===== src/sv/owb_pkg.sv =====
// ----------------------------------------------------------------------------
// owb_pkg
// Shared types and constants for the one-wire bus master core: command and
// result words, configuration set, sequencer state and fixed slot timings.
// ----------------------------------------------------------------------------
package owb_pkg;

    localparam int TIMER_BITS    = 10;
    localparam int CFG_IDX_BITS  = 3;
    localparam int CFG_DATA_BITS = 10;

    typedef logic [TIMER_BITS-1:0]    timer_t;
    typedef logic [CFG_IDX_BITS-1:0]  cfg_idx_t;
    typedef logic [CFG_DATA_BITS-1:0] cfg_data_t;

    // command codes
    localparam logic [1:0] MODE_NONE  = 2'd0;
    localparam logic [1:0] MODE_RESET = 2'd1;
    localparam logic [1:0] MODE_WRITE = 2'd2;
    localparam logic [1:0] MODE_READ  = 2'd3;

    // register indexes
    localparam cfg_idx_t REG_RESET_LOW_TIME    = 3'd0;
    localparam cfg_idx_t REG_PRESENCE_DELAY    = 3'd1;
    localparam cfg_idx_t REG_PRESENCE_TIMEOUT  = 3'd2;
    localparam cfg_idx_t REG_RESET_RECOVERY    = 3'd3;
    localparam cfg_idx_t REG_WRITE_START_LOW   = 3'd4;
    localparam cfg_idx_t REG_WRITE_ONE_HIGH    = 3'd5;
    localparam cfg_idx_t REG_WRITE_ZERO_LOW    = 3'd6;
    localparam cfg_idx_t REG_READ_SAMPLE_DELAY = 3'd7;

    // register reset values
    localparam logic [9:0] RESET_LOW_TIME_INIT    = 10'd600;
    localparam logic [7:0] PRESENCE_DELAY_INIT    = 8'd20;
    localparam logic [9:0] PRESENCE_TIMEOUT_INIT  = 10'd200;
    localparam logic [9:0] RESET_RECOVERY_INIT    = 10'd240;
    localparam logic [7:0] WRITE_START_LOW_INIT   = 8'd8;
    localparam logic [7:0] WRITE_ONE_HIGH_INIT    = 8'd58;
    localparam logic [7:0] WRITE_ZERO_LOW_INIT    = 8'd60;
    localparam logic [7:0] READ_SAMPLE_DELAY_INIT = 8'd12;

    // fixed slot timings
    localparam timer_t ZERO_TAIL_T = timer_t'(2);
    localparam timer_t RD_LOW_T    = timer_t'(5);
    localparam timer_t RD_TAIL_T   = timer_t'(45);

    typedef enum logic [3:0] {
        PH_IDLE,
        PH_RST_LOW,
        PH_RST_WAIT,
        PH_POLL,
        PH_RECOVER,
        PH_WR_START,
        PH_WR_ONE,
        PH_WR_ZLOW,
        PH_WR_ZREL,
        PH_RD_LOW,
        PH_RD_WAIT,
        PH_RD_TAIL
    } phase_t;

    typedef struct packed {
        logic [1:0] mode;
        logic [7:0] write_byte;
        logic       line_in;
    } cmd_t;

    typedef struct packed {
        logic       pull_low;
        logic       busy_res;
        logic       done_res;
        logic       present;
        logic [7:0] read_data;
    } res_t;

    typedef struct packed {
        logic [9:0] reset_low_time;
        logic [7:0] presence_delay;
        logic [9:0] presence_timeout;
        logic [9:0] reset_recovery;
        logic [7:0] write_start_low;
        logic [7:0] write_one_high;
        logic [7:0] write_zero_low;
        logic [7:0] read_sample_delay;
    } cfg_t;

    typedef struct packed {
        phase_t     phase;
        timer_t     tick_timer;
        logic [2:0] bit_index;
        logic [7:0] shift_byte;
        logic       presence_seen;
    } owb_state_t;

endpackage


===== src/sv/owb_cfg_regs.sv =====
// ----------------------------------------------------------------------------
// owb_cfg_regs
// Timing register file. One write per cycle, values truncated to the field.
// ----------------------------------------------------------------------------
module owb_cfg_regs (
    input  logic               clk,
    input  logic               rst_n,
    input  logic               wr_en,
    input  owb_pkg::cfg_idx_t  wr_index,
    input  owb_pkg::cfg_data_t wr_data,
    output owb_pkg::cfg_t      cfg
);
    import owb_pkg::*;

    cfg_t cfg_reg;
    cfg_t cfg_next;

    always_comb
    begin
        cfg_next = cfg_reg;
        if (wr_en)
        begin
            unique case (wr_index)
                REG_RESET_LOW_TIME:    cfg_next.reset_low_time    = wr_data[9:0];
                REG_PRESENCE_DELAY:    cfg_next.presence_delay    = wr_data[7:0];
                REG_PRESENCE_TIMEOUT:  cfg_next.presence_timeout  = wr_data[9:0];
                REG_RESET_RECOVERY:    cfg_next.reset_recovery    = wr_data[9:0];
                REG_WRITE_START_LOW:   cfg_next.write_start_low   = wr_data[7:0];
                REG_WRITE_ONE_HIGH:    cfg_next.write_one_high    = wr_data[7:0];
                REG_WRITE_ZERO_LOW:    cfg_next.write_zero_low    = wr_data[7:0];
                REG_READ_SAMPLE_DELAY: cfg_next.read_sample_delay = wr_data[7:0];
            endcase
        end
    end

    always_ff @(posedge clk or negedge rst_n)
    begin
        if (!rst_n)
        begin
            cfg_reg.reset_low_time    <= RESET_LOW_TIME_INIT;
            cfg_reg.presence_delay    <= PRESENCE_DELAY_INIT;
            cfg_reg.presence_timeout  <= PRESENCE_TIMEOUT_INIT;
            cfg_reg.reset_recovery    <= RESET_RECOVERY_INIT;
            cfg_reg.write_start_low   <= WRITE_START_LOW_INIT;
            cfg_reg.write_one_high    <= WRITE_ONE_HIGH_INIT;
            cfg_reg.write_zero_low    <= WRITE_ZERO_LOW_INIT;
            cfg_reg.read_sample_delay <= READ_SAMPLE_DELAY_INIT;
        end
        else
        begin
            cfg_reg <= cfg_next;
        end
    end

    assign cfg = cfg_reg;

endmodule


===== src/sv/owb_tick.sv =====
// ----------------------------------------------------------------------------
// owb_tick
// Next-state and result logic for one bus tick: command start, the tick
// itself, and skipping of phases whose time is used up (zero-length ones).
// ----------------------------------------------------------------------------
module owb_tick (
    input  owb_pkg::cfg_t       cfg,
    input  owb_pkg::owb_state_t st,
    input  owb_pkg::cmd_t       cmd,
    output owb_pkg::owb_state_t st_next,
    output owb_pkg::res_t       res
);
    import owb_pkg::*;

    function automatic owb_state_t go_idle(owb_state_t s);
        s.phase      = PH_IDLE;
        s.tick_timer = '0;
        return s;
    endfunction

    function automatic owb_state_t poll_entry(owb_state_t s, cfg_t c);
        s.phase      = PH_POLL;
        s.tick_timer = '0;
        if (timer_t'(c.presence_timeout) == '0)
        begin
            s.presence_seen = 1'b0;
            s = go_idle(s);
        end
        return s;
    endfunction

    function automatic owb_state_t rst_wait_entry(owb_state_t s, cfg_t c);
        s.phase      = PH_RST_WAIT;
        s.tick_timer = '0;
        if (timer_t'(c.presence_delay) == '0)
            s = poll_entry(s, c);
        return s;
    endfunction

    function automatic owb_state_t recover_entry(owb_state_t s, cfg_t c);
        s.phase      = PH_RECOVER;
        s.tick_timer = '0;
        if (timer_t'(c.reset_recovery) == '0)
            s = go_idle(s);
        return s;
    endfunction

    function automatic owb_state_t zlow_entry(owb_state_t s, cfg_t c);
        s.tick_timer = '0;
        s.phase      = (c.write_zero_low != '0) ? PH_WR_ZLOW : PH_WR_ZREL;
        return s;
    endfunction

    function automatic owb_state_t rd_wait_entry(owb_state_t s, cfg_t c);
        s.tick_timer = '0;
        s.phase      = (c.read_sample_delay != '0) ? PH_RD_WAIT : PH_RD_TAIL;
        return s;
    endfunction

    // Bit body after the start low. With no start low and no one-high time,
    // one bits cost nothing: jump straight to the first bit that takes time.
    function automatic owb_state_t wr_body(owb_state_t s, cfg_t c);
        logic       loop_on;
        logic [3:0] lim;
        logic       found;
        logic [2:0] k_sel;
        loop_on = (c.write_start_low == '0);
        lim     = loop_on ? {1'b0, 3'd7 - s.bit_index} : 4'd0;
        found   = 1'b0;
        k_sel   = 3'd0;
        for (int k = 7; k >= 0; k--)
        begin
            if (4'(k) <= lim && (!s.shift_byte[k] || c.write_one_high != '0))
            begin
                found = 1'b1;
                k_sel = 3'(k);
            end
        end
        s.tick_timer = '0;
        if (found)
        begin
            s.bit_index  = s.bit_index + k_sel;
            s.shift_byte = s.shift_byte >> k_sel;
            if (s.shift_byte[0])
                s.phase = PH_WR_ONE;
            else
                s = zlow_entry(s, c);
        end
        else if (loop_on || s.bit_index == 3'd7)
        begin
            s = go_idle(s);
        end
        else
        begin
            s.bit_index  = s.bit_index + 3'd1;
            s.shift_byte = s.shift_byte >> 1;
            s.phase      = PH_WR_START;
        end
        return s;
    endfunction

    function automatic owb_state_t wr_entry(owb_state_t s, cfg_t c);
        s.tick_timer = '0;
        if (c.write_start_low != '0)
            s.phase = PH_WR_START;
        else
            s = wr_body(s, c);
        return s;
    endfunction

    function automatic owb_state_t wr_next_bit(owb_state_t s, cfg_t c);
        s.shift_byte = s.shift_byte >> 1;
        if (s.bit_index == 3'd7)
        begin
            s = go_idle(s);
        end
        else
        begin
            s.bit_index = s.bit_index + 3'd1;
            s = wr_entry(s, c);
        end
        return s;
    endfunction

    function automatic owb_state_t rd_next_bit(owb_state_t s);
        s.tick_timer = '0;
        if (s.bit_index == 3'd7)
        begin
            s.phase = PH_IDLE;
        end
        else
        begin
            s.bit_index = s.bit_index + 3'd1;
            s.phase     = PH_RD_LOW;
        end
        return s;
    endfunction

    // leave the current phase if its time is spent
    function automatic owb_state_t settle(owb_state_t s, cfg_t c);
        owb_state_t r;
        r = s;
        unique case (s.phase)
            PH_RST_LOW:
                if (s.tick_timer >= timer_t'(c.reset_low_time)) r = rst_wait_entry(s, c);
            PH_RST_WAIT:
                if (s.tick_timer >= timer_t'(c.presence_delay)) r = poll_entry(s, c);
            PH_POLL:
                if (s.tick_timer >= timer_t'(c.presence_timeout))
                begin
                    r.presence_seen = 1'b0;
                    r = go_idle(r);
                end
            PH_RECOVER:
                if (s.tick_timer >= timer_t'(c.reset_recovery)) r = go_idle(s);
            PH_WR_START:
                if (s.tick_timer >= timer_t'(c.write_start_low)) r = wr_body(s, c);
            PH_WR_ONE:
                if (s.tick_timer >= timer_t'(c.write_one_high)) r = wr_next_bit(s, c);
            PH_WR_ZLOW:
                if (s.tick_timer >= timer_t'(c.write_zero_low))
                begin
                    r.tick_timer = '0;
                    r.phase      = PH_WR_ZREL;
                end
            PH_WR_ZREL:
                if (s.tick_timer >= ZERO_TAIL_T) r = wr_next_bit(s, c);
            PH_RD_LOW:
                if (s.tick_timer >= RD_LOW_T) r = rd_wait_entry(s, c);
            PH_RD_WAIT:
                if (s.tick_timer >= timer_t'(c.read_sample_delay))
                begin
                    r.tick_timer = '0;
                    r.phase      = PH_RD_TAIL;
                end
            PH_RD_TAIL:
                if (s.tick_timer >= RD_TAIL_T) r = rd_next_bit(s);
            default: r = s;
        endcase
        return r;
    endfunction

    owb_state_t s_start;
    owb_state_t s_tick;
    logic       active;
    logic       reading;
    logic       pull;
    logic       done;

    always_comb
    begin
        // command start
        s_start = st;
        if (st.phase == PH_IDLE && cmd.mode != MODE_NONE)
        begin
            s_start.tick_timer = '0;
            s_start.bit_index  = 3'd0;
            unique case (cmd.mode)
                MODE_RESET:
                begin
                    s_start.phase         = PH_RST_LOW;
                    s_start.presence_seen = 1'b0;
                end
                MODE_WRITE:
                begin
                    s_start.phase      = PH_WR_START;
                    s_start.shift_byte = cmd.write_byte;
                end
                MODE_READ:
                begin
                    s_start.phase      = PH_RD_LOW;
                    s_start.shift_byte = 8'd0;
                end
                default: s_start.phase = PH_IDLE;
            endcase
            s_start = settle(s_start, cfg);
        end

        active  = (st.phase != PH_IDLE) || (cmd.mode != MODE_NONE);
        reading = (s_start.phase == PH_RD_LOW) || (s_start.phase == PH_RD_WAIT) ||
                  (s_start.phase == PH_RD_TAIL);

        // the tick itself
        s_tick = s_start;
        pull   = 1'b0;
        if (s_start.phase != PH_IDLE)
        begin
            pull = (s_start.phase == PH_RST_LOW) || (s_start.phase == PH_WR_START) ||
                   (s_start.phase == PH_WR_ZLOW) || (s_start.phase == PH_RD_LOW);
            if (s_start.phase == PH_POLL && !cmd.line_in)
            begin
                s_tick.presence_seen = 1'b1;
                s_tick = recover_entry(s_tick, cfg);
            end
            else
            begin
                if (s_start.phase == PH_RD_TAIL && s_start.tick_timer == '0)
                    s_tick.shift_byte = {cmd.line_in, s_start.shift_byte[7:1]};
                s_tick.tick_timer = s_start.tick_timer + timer_t'(1);
                s_tick = settle(s_tick, cfg);
            end
        end

        done = active && (s_tick.phase == PH_IDLE);

        st_next       = s_tick;
        res.pull_low  = pull;
        res.busy_res  = active;
        res.done_res  = done;
        res.present   = s_tick.presence_seen;
        res.read_data = (done && reading) ? s_tick.shift_byte : 8'd0;
    end

endmodule


===== src/sv/one_wire_bus_master_core.sv =====
// ----------------------------------------------------------------------------
// one_wire_bus_master_core
// One-wire bus master sequencer: reset/presence, byte write, byte read.
// ----------------------------------------------------------------------------
// Each command word is one bus tick (normally 1 us) carrying the sampled
// line level and, when the master is idle, a command: bus reset, write a
// byte or read a byte, LSB first. The block only ever pulls the line low or
// releases it (pull_low). Every command word returns exactly one result
// word. Throughput is one word per clock while cmd_stall stays low; a word
// is held in the input register and its result is registered in the output
// register. The rate is set by the single sequencer state register that
// every tick reads and rewrites. The result register decouples the two
// sides: a new word is still taken while an earlier result waits, and
// cmd_stall rises only when both the input and result registers are full
// and the result side stalls. Timing registers sit on a separate write
// port (cfg_ready is always high) and must only be written while no
// command is running. A timing of zero skips its phase in the same tick;
// a zero presence timeout reports absent without sampling.
// ----------------------------------------------------------------------------
module one_wire_bus_master_core (
    input  logic               clk,
    input  logic               rst_n,
    // command words
    input  logic               cmd_valid,
    output logic               cmd_stall,
    input  owb_pkg::cmd_t      cmd,
    // result words
    output logic               res_valid,
    input  logic               res_stall,
    output owb_pkg::res_t      res,
    // timing register writes
    input  logic               cfg_valid,
    output logic               cfg_ready,
    input  owb_pkg::cfg_idx_t  cfg_index,
    input  owb_pkg::cfg_data_t cfg_data
);
    import owb_pkg::*;

    cfg_t       cfg;

    // input register
    cmd_t       cmd_reg;
    logic       cmd_vld_reg;
    logic       cmd_vld_next;

    // sequencer state
    owb_state_t state_reg;
    owb_state_t state_next;

    // result register
    res_t       res_reg;
    res_t       res_word;
    logic       res_vld_reg;
    logic       res_vld_next;

    logic       cmd_take;
    logic       advance;

    assign cfg_ready = 1'b1;

    owb_cfg_regs u_cfg (
        .clk      (clk),
        .rst_n    (rst_n),
        .wr_en    (cfg_valid & cfg_ready),
        .wr_index (cfg_index),
        .wr_data  (cfg_data),
        .cfg      (cfg)
    );

    owb_tick u_tick (
        .cfg     (cfg),
        .st      (state_reg),
        .cmd     (cmd_reg),
        .st_next (state_next),
        .res     (res_word)
    );

    // a held word moves on when the result slot is free or being drained
    assign advance   = cmd_vld_reg && (!res_vld_reg || !res_stall);
    assign cmd_stall = cmd_vld_reg && !advance;
    assign cmd_take  = cmd_valid && !cmd_stall;

    always_comb
    begin
        cmd_vld_next = cmd_vld_reg;
        if (cmd_take)
            cmd_vld_next = 1'b1;
        else if (advance)
            cmd_vld_next = 1'b0;

        res_vld_next = res_vld_reg;
        if (advance)
            res_vld_next = 1'b1;
        else if (!res_stall)
            res_vld_next = 1'b0;
    end

    always_ff @(posedge clk or negedge rst_n)
    begin
        if (!rst_n)
        begin
            cmd_vld_reg             <= 1'b0;
            res_vld_reg             <= 1'b0;
            state_reg.phase         <= PH_IDLE;
            state_reg.tick_timer    <= '0;
            state_reg.bit_index     <= '0;
            state_reg.shift_byte    <= '0;
            state_reg.presence_seen <= 1'b0;
        end
        else
        begin
            cmd_vld_reg <= cmd_vld_next;
            res_vld_reg <= res_vld_next;
            if (advance)
                state_reg <= state_next;
        end
    end

    // payload registers, no reset
    always_ff @(posedge clk)
    begin
        if (cmd_take)
            cmd_reg <= cmd;
        if (advance)
            res_reg <= res_word;
    end

    assign res_valid = res_vld_reg;
    assign res       = res_reg;

    // line is only pulled while a command runs
    a_pull_busy: assert property (@(posedge clk) disable iff (!rst_n)
        (res_valid && res.pull_low) |-> res.busy_res)
        else $error("pull_low outside a command");

    // read data only on a done word
    a_rdata_done: assert property (@(posedge clk) disable iff (!rst_n)
        (res_valid && res.read_data != 8'd0) |-> res.done_res)
        else $error("read_data nonzero outside done");

    // input stalls only when both stages are full and the result is held
    a_stall_cause: assert property (@(posedge clk) disable iff (!rst_n)
        cmd_stall |-> (cmd_vld_reg && res_valid && res_stall))
        else $error("cmd_stall without a full pipeline");

endmodule

===== config.mk =====
export PLATFORM = sky130hd
export DESIGN_NAME = one_wire_bus_master_core
export DESIGN_NICKNAME = d
export VERILOG_FILES = /design/src/sv/owb_pkg.sv /design/src/sv/owb_cfg_regs.sv /design/src/sv/owb_tick.sv /design/src/sv/one_wire_bus_master_core.sv
export SDC_FILE = /design/constraint.sdc
export NUM_CORES = 1
export LEC_CHECK = 0
export BUFFER_PORTS_ARGS = -buffer_cell sky130_fd_sc_hd__buf_2
export CORE_MARGIN = 5
export CORE_UTILIZATION = 29
export CTS_CLUSTER_SIZE = 14
export DETAILED_ROUTE_END_ITERATION = 16
export GPL_TIMING_DRIVEN = 0
export HOLD_SLACK_MARGIN = 0.03
export PLACE_DENSITY = 0.42
export SKIP_CTS_REPAIR_TIMING = 1
export SYNTH_ARGS = -nofsm -noshare
export SYNTH_HDL_FRONTEND = slang
export SYNTH_SLANG_ARGS = --single-unit

===== constraint.sdc =====
create_clock -name clk -period 14.8 [get_ports clk]
set_input_delay 0.74 -clock clk [delete_from_list [all_inputs] [get_ports clk]]
set_output_delay 0.74 -clock clk [all_outputs]
set_load 0.01 [all_outputs]

-- After elaboration in Yosys (flattened, before gate mapping)
Cells that the tools add are included.
- register bits after elaboration: 121
- bits in latches: 0
- bits in writable memories: 0
- memory bits (read-only): 0
- input bits: 29
- memories: 0
- add/sub/neg operators: 9
- multiply operators: 0
- div/mod/pow operators: 0
- magnitude comparators: 51
- eq/ne operators: 32
- shift operators: 5
- muxes and demuxes: 182
- bitwise gates (word level): 0
- reduce and logical (&&, ||, !) cells: 108
- operators by type and width (operator ; number):
    26-bit 2-to-1 mux ; 27
    3-bit 2-to-1 mux ; 61
    14-bit one-hot mux with 11 select lines ; 1
    14-bit one-hot mux with 8 select lines ; 1
    12-bit one-hot mux with 9 select lines ; 1
    12-bit one-hot mux with 6 select lines ; 1
    22-bit 2-to-1 mux ; 3
    3-bit by 4-bit <= comparator with 1-bit output (first input constant) ; 16
    1-bit 2-to-1 mux ; 59
    14-bit 2-to-1 mux ; 4
    10-bit by 8-bit >= comparator with 1-bit output ; 5
    24-bit 2-to-1 mux ; 2
    4-bit 2-to-1 mux ; 11
    1-bit by 8-bit >= comparator with 1-bit output (first input constant) ; 5
    1-bit logical AND ; 38
    4-bit by 3-bit equality test with 1-bit output (second input constant) ; 8
    1-bit by 4-bit <= comparator with 1-bit output (first input constant) ; 8
    2-bit by 4-bit <= comparator with 1-bit output (first input constant) ; 8
    8-bit 2-to-1 mux ; 4
    8-bit nonzero test ; 4
    1-bit by 10-bit >= comparator with 1-bit output (first input constant) ; 3
    10-bit >= comparator ; 3
    10-bit zero test ; 3
    1-bit logical OR ; 25
    other kinds (32) ; 86

-- Depth between registers and ports, before layout
- word-level depth: 57
- depth in mapped cells: 29

-- Cells and area by module
From an unflattened synthesis, not the netlist that was laid out.
- cells, all modules: 1275
- area, all modules: 11456.0 µm²
- by module, submodules not included (module ; times used ; cells each ; area each (µm²) ; sequential area each (µm²)):
    owb_tick ; 1 ; 1030 ; 6750.2 ; 0.0
    owb_cfg_regs ; 1 ; 157 ; 2846.5 ; 1781.7
    one_wire_bus_master_core ; 1 ; 88 ; 1859.3 ; 1391.3

-- Worst setup path after synthesis
OpenSTA, ideal clock, no wires.
- path kind: register to register
- from: register cmd_reg[10] (netlist bit)
- to: register state_reg[11] (netlist bit)
- data arrival time: 6.241 ns
- data required time: 14.654 ns
- path slack: 8.413 ns
- stages on the path, launching flop included: 27
- path buffers: 4
- period minus slack after synthesis: 6.387 ns
- cell sequence: edfxtp_1 > ha_1 > clkbuf_1 > or3b_2 > and2_1 > clkbuf_1 > a2111oi_0 > a31oi_1 > clkbuf_1 > inv_1 > ha_1 > inv_1 > ha_1 > inv_1 > o21ai_0 > o21ai_0 > a32o_1 > o21a_1 > buf_4 > ha_1 > fa_1 > a2111o_1 > a21oi_1 > xnor2_1 > o21ai_1 > a221oi_1 > a311oi_2
- longest elaborated chain between the ends: 53
- elaborated cells on any way between the ends: 284
- classes of those cells: 9 x add/sub; 22 x order compare; 22 x eq/ne; 2 x shift; 159 x mux; 70 x reduce/logical
- RTL lines (element ; line ; RTL):
    start: declaration ; one_wire_bus_master_core.sv:42 ; cmd_t cmd_reg;
    start signal: assignment ; one_wire_bus_master_core.sv:123 ; cmd_reg <= cmd;
    2-bit equality test ; owb_tick.sv:198 ; unique case (cmd.mode)
    8-bit one-hot mux with 2 select lines ; owb_tick.sv:198 ;
    8-bit 2-to-1 mux ; owb_tick.sv:194 ; if (st.phase == PH_IDLE && cmd.mode != MODE_NONE)
    1-bit zero test ; owb_tick.sv:73 ; if (4'(k) <= lim && (!s.shift_byte[k] || c.write_one_high != '0))
    1-bit logical OR ; owb_tick.sv:73 ;
    1-bit logical AND ; owb_tick.sv:73 ;
    3-bit 2-to-1 mux (7 in a row) ; owb_tick.sv:73 ;
    3-bit 2-to-1 mux ; owb_tick.sv:104 ; if (c.write_start_low != '0)
    [... 4 more ...] ; - ;
    4-bit 2-to-1 mux ; owb_tick.sv:84 ; if (s.shift_byte[0])
    26-bit 2-to-1 mux ; owb_tick.sv:80 ; if (found)
    4-bit 2-to-1 mux ; owb_tick.sv:104 ;
    26-bit 2-to-1 mux ; owb_tick.sv:159 ; if (s.tick_timer >= timer_t'(c.write_one_high)) r = wr_next_bit(s, c);
    14-bit one-hot mux with 8 select lines ; owb_tick.sv:143 ; unique case (s.phase)
    26-bit 2-to-1 mux (*) ; owb_tick.sv:194 ;
    parallel branches: the longest is 28 deep, another holds 3-bit by 4-bit <= comparator with 1-bit output ; - ;
    26-bit 2-to-1 mux (*) ; owb_tick.sv:226 ; if (s_start.phase != PH_IDLE)
    end signal: assignment ; one_wire_bus_master_core.sv:115 ; state_reg <= state_next;
    end: declaration ; one_wire_bus_master_core.sv:47 ; owb_state_t state_reg;
Every way passes the cells marked *. The select of a mux whose other input is x is not followed.
A chain may end at the register's enable or synchronous reset.

-- Final worst setup path
- from: register cmd_reg[9] (netlist bit)
- to: register res_reg, in the netlist res[5] (data pin)
- longest elaborated chain between the ends: 57
- elaborated cells on any way between the ends: 306
- classes of those cells: 5 x add/sub; 27 x order compare; 24 x eq/ne; 5 x shift; 169 x mux; 76 x reduce/logical
- RTL lines (element ; line ; RTL):
    parallel branches: the longest is 57 deep, another holds 8-bit one-hot mux with 2 select lines ; - ;
    end signal: assignment ; one_wire_bus_master_core.sv:125 ; res_reg <= res_word;
    end: declaration ; one_wire_bus_master_core.sv:51 ; res_t res_reg;
Several ways; the timed one is not identified. The select of a mux whose other input is x is not followed.

==> summary.txt <==
Clocking
  – Num CTS Buffers: 17
  – CTS tree: yes
  – Clock sinks: 121
  – Clock slew at reported path FFs: 60 ps
  – CTS root buffer: clkbuf_16
  – CTS H-tree depth: 4
  – CTS max path bufs: 2
  – Clk Latency, worst-skew pair: 450 ps

Die
  – Number of I/O pins: 44
  – Die height: 203 µm
  – Die extent in x: between 200 and 250 µm
  – Starting density of the core: 29.4%
  – Die area: ~41000 µm²
  – CORE AREA: 36700 µm²
  – Std cell rows: 70

Pwr
  – Leak Pwr: 0.00507 µW
  – Logic pwr share: 56.7%
  – Switching share of power: 48.3%
  – Clock power share: 20.6%
  – Switching power: 1060 µW
  – Internal power: 1130 µW
  – Maximum VDD drop: slightly below 100 µV
  – Pwr dens: 179 nW/µm²
  – Seq pwr share: between 20 and 25%

Yosys
  – Post-synth EDFFs: 23
  – Yosys top cell by area: dfrtp_1
  – Distinct cells, synth: roughly 100
  – Top-count cell post-synth: nand2_1
  – Post-synthesis mux area share: 5.94%
  – XOR/XNOR Fraction of Synth Area: 0.973%
  – Synthesized area: ~11000 µm²
  – Syn_area_per_cell: 8.31 µm²
  – Synthesis Warnings: 0
  – Sequential element share of the synthesized area: 29.4%
  – Synth cell count leaders: nand2_1 (154), o21ai_0 (116), nor2_1 (95)
  – Post-Synth Simple-Gate Area: a little under a fifth
  – Main combinational cell family by area after synthesis: compound AO/OA/AOI/OAI gates
  – Post-synthesis compound-gate area fraction: about 29%
  – Async set-reset flop share out of synthesis: between 80% and 90%
  – Share of the synthesized area in the top cell type: 17.1%
  – Top cells by area, synth: dfrtp_1 (17%), ha_1 (9.7%), edfxtp_1 (6.4%)
  – Yosys reg bits: 121
  – Cells after Synth: 1301
  – Net count after synthesis: between 1000 and 1500
  – Top FF cell, synth: dfrtp_1
  – Adder-Cell Fraction of Synth Area: 10.1%

Critical path
  – Crit path cell chain: inv_1, ha_1, nand2b_1, clkbuf_1, clkbuf_1, clkbuf_1, nand2_1, inv_1, ha_1, clkbuf_1, xor2_1, inv_1, ha_1, a21o_1, a21o_1, a21o_1, a21o_1, a21o_1, a211oi_1, nor2_1, clkbuf_1, a221oi_1, nor2_1
  – Largest delay share family, worst path: buffers and inverters
  – Worst Path Required: 14960 ps
  – Crit-path slowest cell: a211oi_1
  – Crit. End Element: flop
  – FF-to-FF path depth: 23
  – Crit path capture: res[5]
  – R2r setup slk: around 6400 ps
  – Worst path max stage delay: 940 ps
  – Reg2reg end: res[5]
  – CP max FO: 10
  – Setup crit start: cmd_reg[9]
  – CP Buf/Inv Count: 8
  – Crit Reg-Reg Startpoint: cmd_reg[9]
  – CP Class: reg -> reg
  – CP arrival: 8580 ps
  – Startpoint Class: flop
  – Number of cells on the critical path: 23

Timing
  – Final setup fails: 0
  – Final hold violation count: 0
  – Fin crit period: approximately 8400 ps
  – RSZ-0062 raised after global routing: no
  – Period utilisation layout: between 50% and 60%
  – Post-Route Setup TNS: 0 ps
  – Maximum clock frequency: 119 MHz
  – Clock Skews: 23.8 ps
  – Minimum hold slack: 312 ps
  – Worst Max-Slew Pin Slew: 1290 ps
  – Max-slew violations: 0
  – Relative slew slack: around 14%

Place
  – Placed cell area: 11600 µm²
  – Routability Congestion: 0.946
  – Final HPWL DP: around 33 mm
  – IO Port Bufs: 39

Drt
  – DRT iter0 DRCs: 1022
  – Final wirelength: 43.8 mm
  – Via density: 5.83
  – Post-route ant nets: 0
  – Detailed-router iteration count before antenna repair: 6
  – DRC viols: 0
  – Via count: 10700
  – WL per Instance: approximately 24 µm

Final layout
  – Layout net count: 1476
  – Filler Cell Count: a little under 4000
  – Layout cells sized above 1: 13.2%
  – Diodes inserted: 0
  – Number of flip-flops in the largest register: 70
  – Post-route cell area: 12200 µm²
  – Area Growth Syn to Fin: 13.3%

GRT
  – Initial antenna violation count: 1
  – Vias in the first global route: between 10000 and 15000
  – Largest net degree at the start of global routing: 55
  – First-pass GRT wire length: 67.0 mm
  – Total GRT Usage: 21.1%
  – GR Overflow Total: 0

Hold path
  – Worst min path class: in -> async

Run status
  – Status: complete, no violations

Flow run
  – Max-cap violations: 0
## placed cells by master, fill, tap and decap left out, types with 18 or more instances in the layout
master,Yosys,routed
a21oi_1,59,59
o211ai_1,20,20
nor3_1,24,24
o21ai_0,116,115
buf_2,5,43
nand2b_1,26,26
clkbuf_1,44,45
edfxtp_1,23,23
inv_1,83,83
a211oi_1,27,27
dfrtp_1,74,74
ha_1,84,84
dfstp_2,24,24
mux2_2,43,43
clkbuf_16,0,18
nand3_1,27,27
a31oi_1,23,23
nand2_1,154,154
nor2_1,95,95
nor4_1,25,25
a21o_1,51,51
## metal layers
layer  GRT usage (%)  share of wire [%]  vias to the layer above
met5               0                  0                        -
met4            6.05                2.1                        0
met3            3.27                6.0                       67
met2            33.6                 45                      396
met1            29.8                 47                     5269
li1                -                  -                     5010
## cell families (layout without fill, tap and decap cells)
family                   count (synthesis)  in the layout
AO/OA/AOI/OAI                          454            454
XOR/XNOR                                12             12
adder cells (fa/ha/maj)                 86             86
buffers and inverters                  144            217
flip-flops                             121            121
multiplexers                            57             57
other                                    1              1
AND/OR/NAND/NOR                        426            426
## final cells by class
cell class	count	area, µm²	area share [%]
Timing Repair Buffer	41	229	1.87
Tap cell	468	586	4.78
Sequential cell	121	3170	25.9
Inverter	87	327	2.67
Clock buffer	24	513	4.19
Buffer	57	251	2.05
Clock inverter	8	108	0.879
Multi-Input combinational cell	1036	7060	57.7
## per-stage QoR
| stage | instances | util [%] | setup WS (ps) | total power (µW) |
|---|---|---|---|---|
| floorplan | 1301 | - | 8410 | 1310 |
| global placement | 1808 | 31.6 | 6450 | 1710 |
| detailed placement | 1810 | 31.7 | 6540 | 1720 |
| CTS | 1842 | 33.4 | 6520 | 2190 |
| global route | 1842 | 33.4 | 5910 | 2350 |
| finish | 1842 | 33.4 | 6380 | 2190 |
## power by group through the flow
stage / clock (µW) / sequential (µW) / combinational (µW)
6_report: 453 / 498 / 1240
5_1_grt: 477 / 508 / 1360
4_1_cts: 466 / 498 / 1220
3_5_place_dp: 0 / 503 / 1220
3_3_place_gp: 0 / 503 / 1210
2_1_floorplan: 0 / 476 / 839
## worst min-delay path by stage
stage	start	end	slack, ps	cells after the start
after floorplan	rst_n	cmd_vld_reg	440	0
after global placement	state_reg[0]	state_reg[0]	460	2
after detailed placement	state_reg[0]	state_reg[0]	480	2
after CTS	rst_n	cmd_vld_reg	340	1
after global routing	rst_n	u_cfg.cfg[34]	370	1
final	rst_n	u_cfg.cfg[35]	310	1
Note: power is estimated with default switching activity, not from simulation.
